===== src/design/c8x_pkg.sv =====
`timescale 1ns / 1ps
`default_nettype none

package c8x_pkg;

  // Result status codes.
  typedef enum logic [1:0] {
    StOk    = 2'd0,
    StUnsup = 2'd1,
    StOver  = 2'd2,
    StUnder = 2'd3
  } status_e;

  // Whole-word opcodes of the system family.
  localparam logic [15:0] OpCls = 16'h00E0;
  localparam logic [15:0] OpRet = 16'h00EE;

  // Program counter value after reset.
  localparam logic [11:0] StartReset = 12'h200;

  // Flag register number.
  localparam logic [3:0] RegFlag = 4'hF;

  // Instruction families (top nibble).
  localparam logic [3:0] FamSys       = 4'h0;
  localparam logic [3:0] FamJump      = 4'h1;
  localparam logic [3:0] FamCall      = 4'h2;
  localparam logic [3:0] FamSkipEqImm = 4'h3;
  localparam logic [3:0] FamSkipNeImm = 4'h4;
  localparam logic [3:0] FamSkipEqReg = 4'h5;
  localparam logic [3:0] FamLoadImm   = 4'h6;
  localparam logic [3:0] FamAddImm    = 4'h7;
  localparam logic [3:0] FamAlu       = 4'h8;
  localparam logic [3:0] FamSkipNeReg = 4'h9;
  localparam logic [3:0] FamLoadIndex = 4'hA;
  localparam logic [3:0] FamJumpV0    = 4'hB;
  localparam logic [3:0] FamRandom    = 4'hC;

  // ALU group operations (low nibble of 8XYN).
  localparam logic [3:0] AluMov  = 4'h0;
  localparam logic [3:0] AluOr   = 4'h1;
  localparam logic [3:0] AluAnd  = 4'h2;
  localparam logic [3:0] AluXor  = 4'h3;
  localparam logic [3:0] AluAdd  = 4'h4;
  localparam logic [3:0] AluSub  = 4'h5;
  localparam logic [3:0] AluShr  = 4'h6;
  localparam logic [3:0] AluSubn = 4'h7;
  localparam logic [3:0] AluShl  = 4'hE;

  // Everything one executed instruction changes.
  typedef struct packed {
    logic [11:0] pc;
    logic [11:0] index;
    logic        cls;
    logic        x_en;
    logic [7:0]  x_val;
    logic        f_en;
    logic        f_val;
    logic        push;
    logic        pop;
    logic [11:0] link;
    status_e     status;
  } exec_t;

endpackage

`default_nettype wire


===== src/design/c8x_exec.sv =====
`timescale 1ns / 1ps
`default_nettype none

// Decodes one instruction and computes all of its effects from the operands
// read out of the register file and the return stack.
module c8x_exec (
  input  wire logic [15:0]   instr_i,
  input  wire logic [7:0]    rnd_i,
  input  wire logic [7:0]    vx_i,
  input  wire logic [7:0]    vy_i,
  input  wire logic [11:0]   pc_i,
  input  wire logic [11:0]   index_i,
  input  wire logic          stk_empty_i,
  input  wire logic          stk_full_i,
  input  wire logic [11:0]   pop_pc_i,
  output c8x_pkg::exec_t     res_o
);

  logic [3:0]  fam;
  logic [3:0]  n;
  logic [7:0]  nn;
  logic [11:0] nnn;
  logic [11:0] pc_inc;
  logic [11:0] pc_skip;
  logic [8:0]  sum;

  assign fam     = instr_i[15:12];
  assign n       = instr_i[3:0];
  assign nn      = instr_i[7:0];
  assign nnn     = instr_i[11:0];
  assign pc_inc  = pc_i + 12'd2;
  assign pc_skip = pc_i + 12'd4;
  assign sum     = {1'b0, vx_i} + {1'b0, vy_i};

  // Main decode.
  always_comb begin
    res_o        = '0;
    res_o.pc     = pc_inc;
    res_o.index  = index_i;
    res_o.link   = pc_inc;
    res_o.status = c8x_pkg::StOk;
    unique case (fam)
      c8x_pkg::FamSys: begin
        if (instr_i == c8x_pkg::OpCls) begin
          res_o.cls = 1'b1;
        end else if (instr_i == c8x_pkg::OpRet) begin
          if (stk_empty_i) begin
            res_o.pc     = 12'd0;
            res_o.status = c8x_pkg::StUnder;
          end else begin
            res_o.pop = 1'b1;
            res_o.pc  = pop_pc_i;
          end
        end else begin
          res_o.status = c8x_pkg::StUnsup;
        end
      end
      c8x_pkg::FamJump: begin
        res_o.pc = nnn;
      end
      c8x_pkg::FamCall: begin
        // A call on a full stack still jumps; only the push is lost.
        if (stk_full_i) begin
          res_o.status = c8x_pkg::StOver;
        end else begin
          res_o.push = 1'b1;
        end
        res_o.pc = nnn;
      end
      c8x_pkg::FamSkipEqImm: res_o.pc = (vx_i == nn) ? pc_skip : pc_inc;
      c8x_pkg::FamSkipNeImm: res_o.pc = (vx_i != nn) ? pc_skip : pc_inc;
      c8x_pkg::FamSkipEqReg: res_o.pc = (vx_i == vy_i) ? pc_skip : pc_inc;
      c8x_pkg::FamSkipNeReg: res_o.pc = (vx_i != vy_i) ? pc_skip : pc_inc;
      c8x_pkg::FamLoadImm: begin
        res_o.x_en  = 1'b1;
        res_o.x_val = nn;
      end
      c8x_pkg::FamAddImm: begin
        res_o.x_en  = 1'b1;
        res_o.x_val = vx_i + nn;
      end
      c8x_pkg::FamAlu: begin
        res_o.x_en = 1'b1;
        unique case (n)
          c8x_pkg::AluMov: res_o.x_val = vy_i;
          c8x_pkg::AluOr:  res_o.x_val = vx_i | vy_i;
          c8x_pkg::AluAnd: res_o.x_val = vx_i & vy_i;
          c8x_pkg::AluXor: res_o.x_val = vx_i ^ vy_i;
          c8x_pkg::AluAdd: begin
            res_o.x_val = sum[7:0];
            res_o.f_en  = 1'b1;
            res_o.f_val = sum[8];
          end
          c8x_pkg::AluSub: begin
            res_o.x_val = vx_i - vy_i;
            res_o.f_en  = 1'b1;
            res_o.f_val = (vx_i >= vy_i);
          end
          c8x_pkg::AluShr: begin
            res_o.x_val = {1'b0, vx_i[7:1]};
            res_o.f_en  = 1'b1;
            res_o.f_val = vx_i[0];
          end
          c8x_pkg::AluSubn: begin
            res_o.x_val = vy_i - vx_i;
            res_o.f_en  = 1'b1;
            res_o.f_val = (vy_i >= vx_i);
          end
          c8x_pkg::AluShl: begin
            res_o.x_val = {vx_i[6:0], 1'b0};
            res_o.f_en  = 1'b1;
            res_o.f_val = vx_i[7];
          end
          default: begin
            res_o.x_en   = 1'b0;
            res_o.status = c8x_pkg::StUnsup;
          end
        endcase
      end
      c8x_pkg::FamLoadIndex: res_o.index = nnn;
      // The operand port carries V0 for this family.
      c8x_pkg::FamJumpV0: res_o.pc = {4'd0, vy_i} + nnn;
      c8x_pkg::FamRandom: begin
        res_o.x_en  = 1'b1;
        res_o.x_val = rnd_i & nn;
      end
      default: res_o.status = c8x_pkg::StUnsup;
    endcase
  end

endmodule

`default_nettype wire


===== src/design/chip8_instruction_execute_unit.sv =====
`timescale 1ns / 1ps
`default_nettype none

// Executes CHIP-8 instructions of the 0x0 through 0xC families, one result per
// instruction. The unit sustains one instruction per clock while the output is
// not stalled: the register file and the return stack are synchronous memories
// read at the input transfer, and the instruction executes and writes back when
// it leaves the execute stage, which also loads the output register.
// Back-to-back dependent instructions are handled by forwarding from the
// write-back into the memory read registers. VF lives in its own register.
// The data registers read as zero after reset; the return stack holds no
// reset value and needs no clearing pass. A configuration transfer loads the
// program counter. It is held off while an instruction waits in execute and
// should only be issued while the unit is idle.
module chip8_instruction_execute_unit #(
  parameter int STACK_DEPTH = 256
) (
  input  wire logic        clk_i,
  input  wire logic        rst_ni,
  // Configuration
  input  wire logic        cfg_valid_i,
  output logic             cfg_ready_o,
  input  wire logic [11:0] cfg_start_address_i,
  // Instruction input
  input  wire logic        in_valid_i,
  output logic             in_ready_o,
  input  wire logic [15:0] instruction_i,
  input  wire logic [7:0]  random_byte_i,
  // Result output
  output logic             out_valid_o,
  input  wire logic        out_ready_i,
  output logic [11:0]      next_pc_o,
  output logic [11:0]      index_value_o,
  output logic             clear_screen_o,
  output logic             reg_write_valid_o,
  output logic [3:0]       reg_write_index_o,
  output logic [7:0]       reg_write_value_o,
  output logic [1:0]       status_o
);

  localparam int CntW = $clog2(STACK_DEPTH + 1);
  localparam int AdrW = (STACK_DEPTH > 1) ? $clog2(STACK_DEPTH) : 1;

  // Handshake and stage control.
  logic in_accept;
  logic exec_fire;
  logic exec_valid_q;
  logic out_valid_q;

  // Execute stage payload.
  logic [15:0] instr_q;
  logic [7:0]  rnd_q;
  logic [3:0]  in_x;
  logic [3:0]  in_y;
  logic [3:0]  ex_x;
  logic [3:0]  ex_y;

  // Register file memory and its read side.
  logic [7:0]  rf_mem [16];
  logic [15:0] rf_vld_q;
  logic [7:0]  rdx_q;
  logic [7:0]  rdy_q;
  logic        vldx_q;
  logic        vldy_q;
  logic        fwdx_q;
  logic        fwdy_q;
  logic [7:0]  fwd_val_q;
  logic        rf_we;
  logic [7:0]  vf_q;
  logic [7:0]  vx;
  logic [7:0]  vy;

  // Return stack memory and its read side.
  logic [11:0]     stk_mem [STACK_DEPTH];
  logic [CntW-1:0] cnt_q;
  logic [CntW-1:0] cnt_d;
  logic [CntW-1:0] cnt_m1;
  logic [AdrW-1:0] stk_ra;
  logic [AdrW-1:0] stk_wa;
  logic            stk_we;
  logic [11:0]     stk_rd_q;
  logic            stk_fwd_q;
  logic [11:0]     stk_fwd_val_q;
  logic [11:0]     pop_pc;

  // Architectural registers.
  logic [11:0] pc_q;
  logic [11:0] idx_q;

  // Output register.
  logic [11:0]      o_pc_q;
  logic [11:0]      o_idx_q;
  logic             o_cls_q;
  logic             o_wv_q;
  logic [3:0]       o_wi_q;
  logic [7:0]       o_wd_q;
  c8x_pkg::status_e o_st_q;

  c8x_pkg::exec_t res;

  // Handshakes: the execute stage moves on whenever the output slot frees.
  assign exec_fire   = exec_valid_q && (!out_valid_q || out_ready_i);
  assign in_ready_o  = !exec_valid_q || exec_fire;
  assign in_accept   = in_valid_i && in_ready_o;
  assign cfg_ready_o = !exec_valid_q;

  // Operand addresses; the indexed jump reads V0 on the second port.
  assign in_x = instruction_i[11:8];
  assign in_y = (instruction_i[15:12] == c8x_pkg::FamJumpV0) ? 4'd0 : instruction_i[7:4];
  assign ex_x = instr_q[11:8];
  assign ex_y = (instr_q[15:12] == c8x_pkg::FamJumpV0) ? 4'd0 : instr_q[7:4];

  // Register file write-back; VF is kept outside the memory.
  assign rf_we = exec_fire && res.x_en && (ex_x != c8x_pkg::RegFlag);

  // Stack pointer update and read address for the next instruction.
  always_comb begin
    cnt_d = cnt_q;
    if (exec_fire && res.push) begin
      cnt_d = cnt_q + CntW'(1);
    end else if (exec_fire && res.pop) begin
      cnt_d = cnt_q - CntW'(1);
    end
  end

  assign cnt_m1 = cnt_d - CntW'(1);
  assign stk_ra = cnt_m1[AdrW-1:0];
  assign stk_wa = cnt_q[AdrW-1:0];
  assign stk_we = exec_fire && res.push;

  // Register file memory.
  always_ff @(posedge clk_i) begin
    if (rf_we) begin
      rf_mem[ex_x] <= res.x_val;
    end
    if (in_accept) begin
      rdx_q <= rf_mem[in_x];
      rdy_q <= rf_mem[in_y];
    end
  end

  // Return stack memory.
  always_ff @(posedge clk_i) begin
    if (stk_we) begin
      stk_mem[stk_wa] <= res.link;
    end
    if (in_accept) begin
      stk_rd_q <= stk_mem[stk_ra];
    end
  end

  // Execute stage payload and forwarding from the write-back at the same edge.
  always_ff @(posedge clk_i) begin
    if (in_accept) begin
      instr_q       <= instruction_i;
      rnd_q         <= random_byte_i;
      vldx_q        <= rf_vld_q[in_x];
      vldy_q        <= rf_vld_q[in_y];
      fwdx_q        <= rf_we && (ex_x == in_x);
      fwdy_q        <= rf_we && (ex_x == in_y);
      fwd_val_q     <= res.x_val;
      stk_fwd_q     <= stk_we && (stk_wa == stk_ra);
      stk_fwd_val_q <= res.link;
    end
  end

  // Operand selection: VF register, forwarded value, memory or reset zero.
  always_comb begin
    if (ex_x == c8x_pkg::RegFlag) begin
      vx = vf_q;
    end else if (fwdx_q) begin
      vx = fwd_val_q;
    end else begin
      vx = vldx_q ? rdx_q : 8'd0;
    end
    if (ex_y == c8x_pkg::RegFlag) begin
      vy = vf_q;
    end else if (fwdy_q) begin
      vy = fwd_val_q;
    end else begin
      vy = vldy_q ? rdy_q : 8'd0;
    end
  end

  assign pop_pc = stk_fwd_q ? stk_fwd_val_q : stk_rd_q;

  c8x_exec u_exec (
    .instr_i     (instr_q),
    .rnd_i       (rnd_q),
    .vx_i        (vx),
    .vy_i        (vy),
    .pc_i        (pc_q),
    .index_i     (idx_q),
    .stk_empty_i (cnt_q == '0),
    .stk_full_i  (cnt_q == CntW'(STACK_DEPTH)),
    .pop_pc_i    (pop_pc),
    .res_o       (res)
  );

  // Control state and architectural registers.
  always_ff @(posedge clk_i or negedge rst_ni) begin
    if (!rst_ni) begin
      exec_valid_q <= 1'b0;
      out_valid_q  <= 1'b0;
      rf_vld_q     <= '0;
      vf_q         <= 8'd0;
      cnt_q        <= '0;
      pc_q         <= c8x_pkg::StartReset;
      idx_q        <= 12'd0;
    end else begin
      if (in_accept) begin
        exec_valid_q <= 1'b1;
      end else if (exec_fire) begin
        exec_valid_q <= 1'b0;
      end
      if (exec_fire) begin
        out_valid_q <= 1'b1;
      end else if (out_ready_i) begin
        out_valid_q <= 1'b0;
      end
      if (rf_we) begin
        rf_vld_q[ex_x] <= 1'b1;
      end
      cnt_q <= cnt_d;
      if (exec_fire) begin
        pc_q  <= res.pc;
        idx_q <= res.index;
        if (res.f_en) begin
          vf_q <= {7'd0, res.f_val};
        end else if (res.x_en && (ex_x == c8x_pkg::RegFlag)) begin
          vf_q <= res.x_val;
        end
      end else if (cfg_valid_i && cfg_ready_o) begin
        pc_q <= cfg_start_address_i;
      end
    end
  end

  // Output register; the flag write is reported over the Vx write.
  always_ff @(posedge clk_i) begin
    if (exec_fire) begin
      o_pc_q  <= res.pc;
      o_idx_q <= res.index;
      o_cls_q <= res.cls;
      o_st_q  <= res.status;
      if (res.f_en) begin
        o_wv_q <= 1'b1;
        o_wi_q <= c8x_pkg::RegFlag;
        o_wd_q <= {7'd0, res.f_val};
      end else if (res.x_en) begin
        o_wv_q <= 1'b1;
        o_wi_q <= ex_x;
        o_wd_q <= res.x_val;
      end else begin
        o_wv_q <= 1'b0;
        o_wi_q <= 4'd0;
        o_wd_q <= 8'd0;
      end
    end
  end

  assign out_valid_o       = out_valid_q;
  assign next_pc_o         = o_pc_q;
  assign index_value_o     = o_idx_q;
  assign clear_screen_o    = o_cls_q;
  assign reg_write_valid_o = o_wv_q;
  assign reg_write_index_o = o_wi_q;
  assign reg_write_value_o = o_wd_q;
  assign status_o          = o_st_q;

  // The stack pointer never passes the stack depth.
  a_cnt_bound : assert property (@(posedge clk_i) disable iff (!rst_ni)
    cnt_q <= CntW'(STACK_DEPTH))
    else $error("stack count beyond depth");

  // A push moves the stack pointer up by exactly one.
  a_push_cnt : assert property (@(posedge clk_i) disable iff (!rst_ni)
    (exec_fire && res.push) |=> (cnt_q == $past(cnt_q) + CntW'(1)))
    else $error("push did not advance stack count");

  // Input is held off only while an instruction waits in execute.
  a_ready : assert property (@(posedge clk_i) disable iff (!rst_ni)
    !in_ready_o |-> (exec_valid_q && out_valid_q && !out_ready_i))
    else $error("input stalled without a blocked execute stage");

  // A stack underflow result always points the program counter at zero.
  a_under_pc : assert property (@(posedge clk_i) disable iff (!rst_ni)
    (out_valid_o && (status_o == c8x_pkg::StUnder)) |-> (next_pc_o == 12'd0))
    else $error("underflow with nonzero program counter");

  // A pop is never issued on an empty stack.
  a_pop_empty : assert property (@(posedge clk_i) disable iff (!rst_ni)
    (exec_fire && res.pop) |-> (cnt_q != '0))
    else $error("pop on empty stack");

endmodule

`default_nettype wire

===== config.mk =====
export PLATFORM = sky130hd
export DESIGN_NAME = chip8_instruction_execute_unit
export DESIGN_NICKNAME = d
export VERILOG_FILES = /design/src/design/c8x_pkg.sv /design/src/design/c8x_exec.sv /design/src/design/chip8_instruction_execute_unit.sv
export SDC_FILE = /design/constraint.sdc
export NUM_CORES = 2
export LEC_CHECK = 0
export BUFFER_PORTS_ARGS = -buffer_cell sky130_fd_sc_hd__buf_2
export CAP_MARGIN = 30
export CELL_PAD_IN_SITES_DETAIL_PLACEMENT = 0
export CELL_PAD_IN_SITES_GLOBAL_PLACEMENT = 1
export CORE_AREA = 8 8 684 349
export DETAILED_ROUTE_END_ITERATION = 7
export DIE_AREA = 0 0 692 357
export GPL_ROUTABILITY_DRIVEN = 1
export PLACE_DENSITY = 0.85
export SYNTH_ARGS = -nofsm -noshare
export SYNTH_HDL_FRONTEND = slang
export SYNTH_HIERARCHICAL = 1
export SYNTH_SLANG_ARGS = --single-unit

===== constraint.sdc =====
create_clock -name clk_i -period 20.4 [get_ports clk_i]
set_clock_uncertainty 0.05 [all_clocks]
set_input_delay 1.02 -clock clk_i [delete_from_list [all_inputs] [get_ports clk_i]]
set_output_delay 1.02 -clock clk_i [all_outputs]
set_load 0.05 [all_outputs]

==> flow_metrics.py <==
metrics = {
    "routing": {
        "drt-pass1-iter-count": 8,
        "wire_per_inst_um": 36.0,
        "vias": 76700,
        "via_per_inst": 7.12,
        "drt-initial-drc-count": 14200,
        "drc_errors": 0,
        "wl_mm": 388,
        "ant_nets": 0,
    },
    "clock_network": {
        "cts-root-buf": "clkbuf_16",
        "cts_tree": "done",
        "numCtsBuffers": 282,
        "clkSlewWorstSetupHoldPaths_ns": 0.07,
        "htree_levels": 5,
        "cts_sinks": 3376,
        "cts-resized-gates": 0,
        "clkLatencyLatePin_ns": 0.87,
        "post-cts-setup-buffers": 0,
        "cts_hold_buf": 0,
        "cts.path.max_buffers": 4,
    },
    "synth": {
        "synth-seq-area-share": 0.742,
        "synth_area_sq_mm": 0.136,
        "synth_common_cells": "edfxtp_1, mux4_2, nand2_1",
        "synthFlopType": "edfxtp_1",
        "syn_area_per_cell_sq_um": 19.3,
        "synthMostInstantiatedCell": "edfxtp_1",
        "ys_seq_elements": 3376,
        "async_reset_ff_frac": 0.0175,
        "syn_inst": 7071,
        "synth-edff-count": 3317,
        "synth-warning-count": 6,
        "netlist.area_leader.share": 0.731,
        "synth.distinct_cells": 104,
        "synth_area_leaders": "edfxtp_1, mux4_2, nand2_1, mux2i_1, dfrtp_1",
        "synth_top_cell_by_area": "edfxtp_1",
    },
    "place": {
        "dp_hpwl_mm": 244,
        "placed_area_sq_mm": 0.143,
        "preCtsSetupSlack_ns": 10.67,
        "place.gp.congestion": 0.957,
        "port_buffers": 83,
    },
    "finish": {
        "multi_input_area_sq_mm": 0.0334,
        "fillers": 14400,
        "nNetsFinal": 7603,
        "drive_gt1_frac": 0.254,
        "fin_area_sq_mm": 0.152,
        "syn_to_final_growth_pct": 11.7,
        "register_area_sq_mm": 0.101,
    },
    "timing": {
        "worst_slack_ns": 10.33,
        "final.period_utilization": 0.493,
        "fmax_mhz": 99.3,
        "slew_violations": 0,
        "period_needed_ns": 10.07,
        "tightest_slew_ns": 1.21,
        "hold_ws_ns": 0.0191,
        "rsz0062_at_grt": "no",
        "hold_viol": 0,
        "tns_ns": 0,
        "setup_viol": 0,
        "relSlewSlack": 0.190,
    },
    "setup_path": {
        "path_class": "flop to flop",
        "cpLargestDelayFamily": "buffers and inverters",
        "cp_max_fo": 129,
        "r2r_cells": 19,
        "cpPeakStageDelay_ns": 0.90,
        "r2r_end": "stk_rd_q[5]$_DFFE_PP_",
        "critPathArrivalTime_ns": 10.64,
        "crit_path_end_kind": "flop",
        "crit_buf_inv": 5,
        "crit_chain": "nor2_1 -> nand2_1 -> nor2_1 -> and2_1 -> nor4_1 -> nor2_1 -> o31a_1 -> or2_1 -> inv_8 -> ha_4 -> buf_12 -> buf_12 -> buf_12 -> buf_4 -> mux4_2 -> mux4_2 -> mux2i_1 -> o32ai_1 -> a221o_1",
        "crit_path_start_kind": "flop",
        "reg2reg_slack_ns": 10.33,
        "r2r_start": "cnt_q[6]$_DFF_PN0_",
        "critPathRequiredTime_ns": 20.97,
        "cpMaxStageDelayCell": "nor4_1",
    },
    "global_routing": {
        "globalRouteOverflowTotal": 0,
        "grt_max_degree": 145,
        "grt_first_pass_wirelength_mm": 543,
        "antenna_found_initial": 24,
        "grt.total_usage": 0.307,
        "grt_pass1_vias": 72300,
    },
    "job": {
        "cap_viol_max_count": 0,
    },
    "run_status": {
        "outcome": "finished, final reports clean",
    },
    "hold_path": {
        "holdCritPathClass": "input port to async pin",
    },
    "die": {
        "die_h_um": 357,
        "ios": 84,
        "core_sq_mm": 0.230,
        "start_util": 0.594,
        "rows": 125,
        "die_area_sq_mm": 0.247,
        "dieWidth_um": 692,
    },
    "power": {
        "vdd_drop_max_uv": 187,
        "leakagePower_nw": 49.3,
        "p_per_area_mw_per_mm2": 136,
        "totalPowerFinal_mw": 20.7,
    },
}
==> cells by family after synthesis <==
| group | synth area share |
|---|---|
| DFF | 0.742 |
| and+or+nand+nor | 0.0473 |
| muxes | 0.155 |
| AOI/OAI and AO/OA | 0.0304 |
| buffers and inverters | 0.0160 |
| adders and majority gates | 0.00578 |
| xor gates and xnor gates | 0.00412 |
| other | 0.0000275 |
==> flip-flops by register name, summed over array words and instances (netlist names), 2 cells and up <==
signal	cells
rdx_q	8
idx_q	12
rf_vld_q	16
rdy_q	8
stk_rd_q	12
reg_write_value_o	8
pc_q	12
reg_write_index_o	4
stk_mem	3072
fwd_val_q	8
stk_fwd_val_q	12
instr_q	16
rnd_q	8
rf_mem	128
index_value_o	12
vf_q	8
next_pc_o	12
cnt_q	9
status_o	2
==> worst register-to-register path, stage by stage (launching register included) <==
cell	delay, ns
dfrtp_1	0.56
nor2_1	0.18
nand2_1	0.75
nor2_1	0.12
and2_1	0.22
nor4_1	0.90
nor2_1	0.21
o31a_1	0.32
or2_1	0.32
inv_8	0.58
ha_4	0.70
buf_12	0.58
buf_12	0.71
buf_12	1.00
buf_4	0.83
mux4_2	0.50
mux4_2	0.47
mux2i_1	0.26
o32ai_1	0.20
a221o_1	0.37
==> layout make-up <==
class / instances / share of cell area
flip-flops and latches: 3376 / 0.664
diodes: 18 / 0.000296
repair buffers: 560 / 0.0308
multi-input cells: 3228 / 0.220
inverters: 54 / 0.00148
well taps: 3048 / 0.0250
clock buffers: 349 / 0.0495
clock inverters: 147 / 0.00944
==> where the power goes <==
group	switching [mW]	leakage (nW)	internal [mW]
sequential	0.120	30.6	8.38
combinational	4.39	14.3	2.33
clock	2.47	4.37	2.97
total	6.98	49.3	13.7
==> worst max-delay path by stage <==
| stage | start | to | cells after the start |
|---|---|---|---|
| 4_1_cts | cnt_q[6]$_DFF_PN0_ | stk_rd_q[5]$_DFFE_PP_ | 19 |
| 5_1_grt | cnt_q[6]$_DFF_PN0_ | stk_rd_q[4]$_DFFE_PP_ | 19 |
| 3_3_place_gp | cnt_q[6]$_DFF_PN0_ | stk_rd_q[9]$_DFFE_PP_ | 19 |
| 2_1_floorplan | pc_q[5]$_DFFE_PN0P_ | stk_fwd_val_q[10]$_DFFE_PP_ | 5 |
| 3_5_place_dp | cnt_q[6]$_DFF_PN0_ | stk_rd_q[5]$_DFFE_PP_ | 19 |
| 6_report | cnt_q[6]$_DFF_PN0_ | stk_rd_q[5]$_DFFE_PP_ | 19 |
==> per-layer routing <==
layer  vias up  routed length, um  track usage
li1      29600                  -            -
met1     39700             151000        0.478
met2      6758             155000        0.398
met3       618              72200        0.139
met4        12               8900       0.0669
met5         -                 60            0
==> cells in the final DEF (no fill, tap or decap), drive strengths merged, types with 15 or more instances in the layout <==
cell type	synthesis	final
xnor2	36	36
dfrtp	58	58
a211oi	25	25
diode	0	18
ha	55	55
a32oi	78	78
buf	173	559
nor3	35	35
o21ai	77	77
edfxtp	3317	3317
o22ai	18	18
clkinv	3	104
inv	51	61
o31ai	19	19
a22oi	28	28
clkbuf	247	350
or3	15	15
bufinv	0	26
a21oi	113	113
nor2b	41	41
xor2	23	23
mux2i	177	177
a221oi	21	21
mux4	822	822
nand4	27	27
o211ai	29	29
and2	28	28
o221ai	16	16
nand2b	17	17
a21o	15	15
nor2	361	361
nand3	203	203
a31oi	68	68
or2	28	28
nand2	626	626
mux2	72	72
==> metrics by stage <==
step           utilization  cells
6_report             0.663  10800
5_1_grt              0.663  10800
4_1_cts              0.661  10700
3_5_place_dp         0.621  10200
3_3_place_gp         0.618  10200
2_1_floorplan            -   7078
Power figures use the tool's default switching activity.
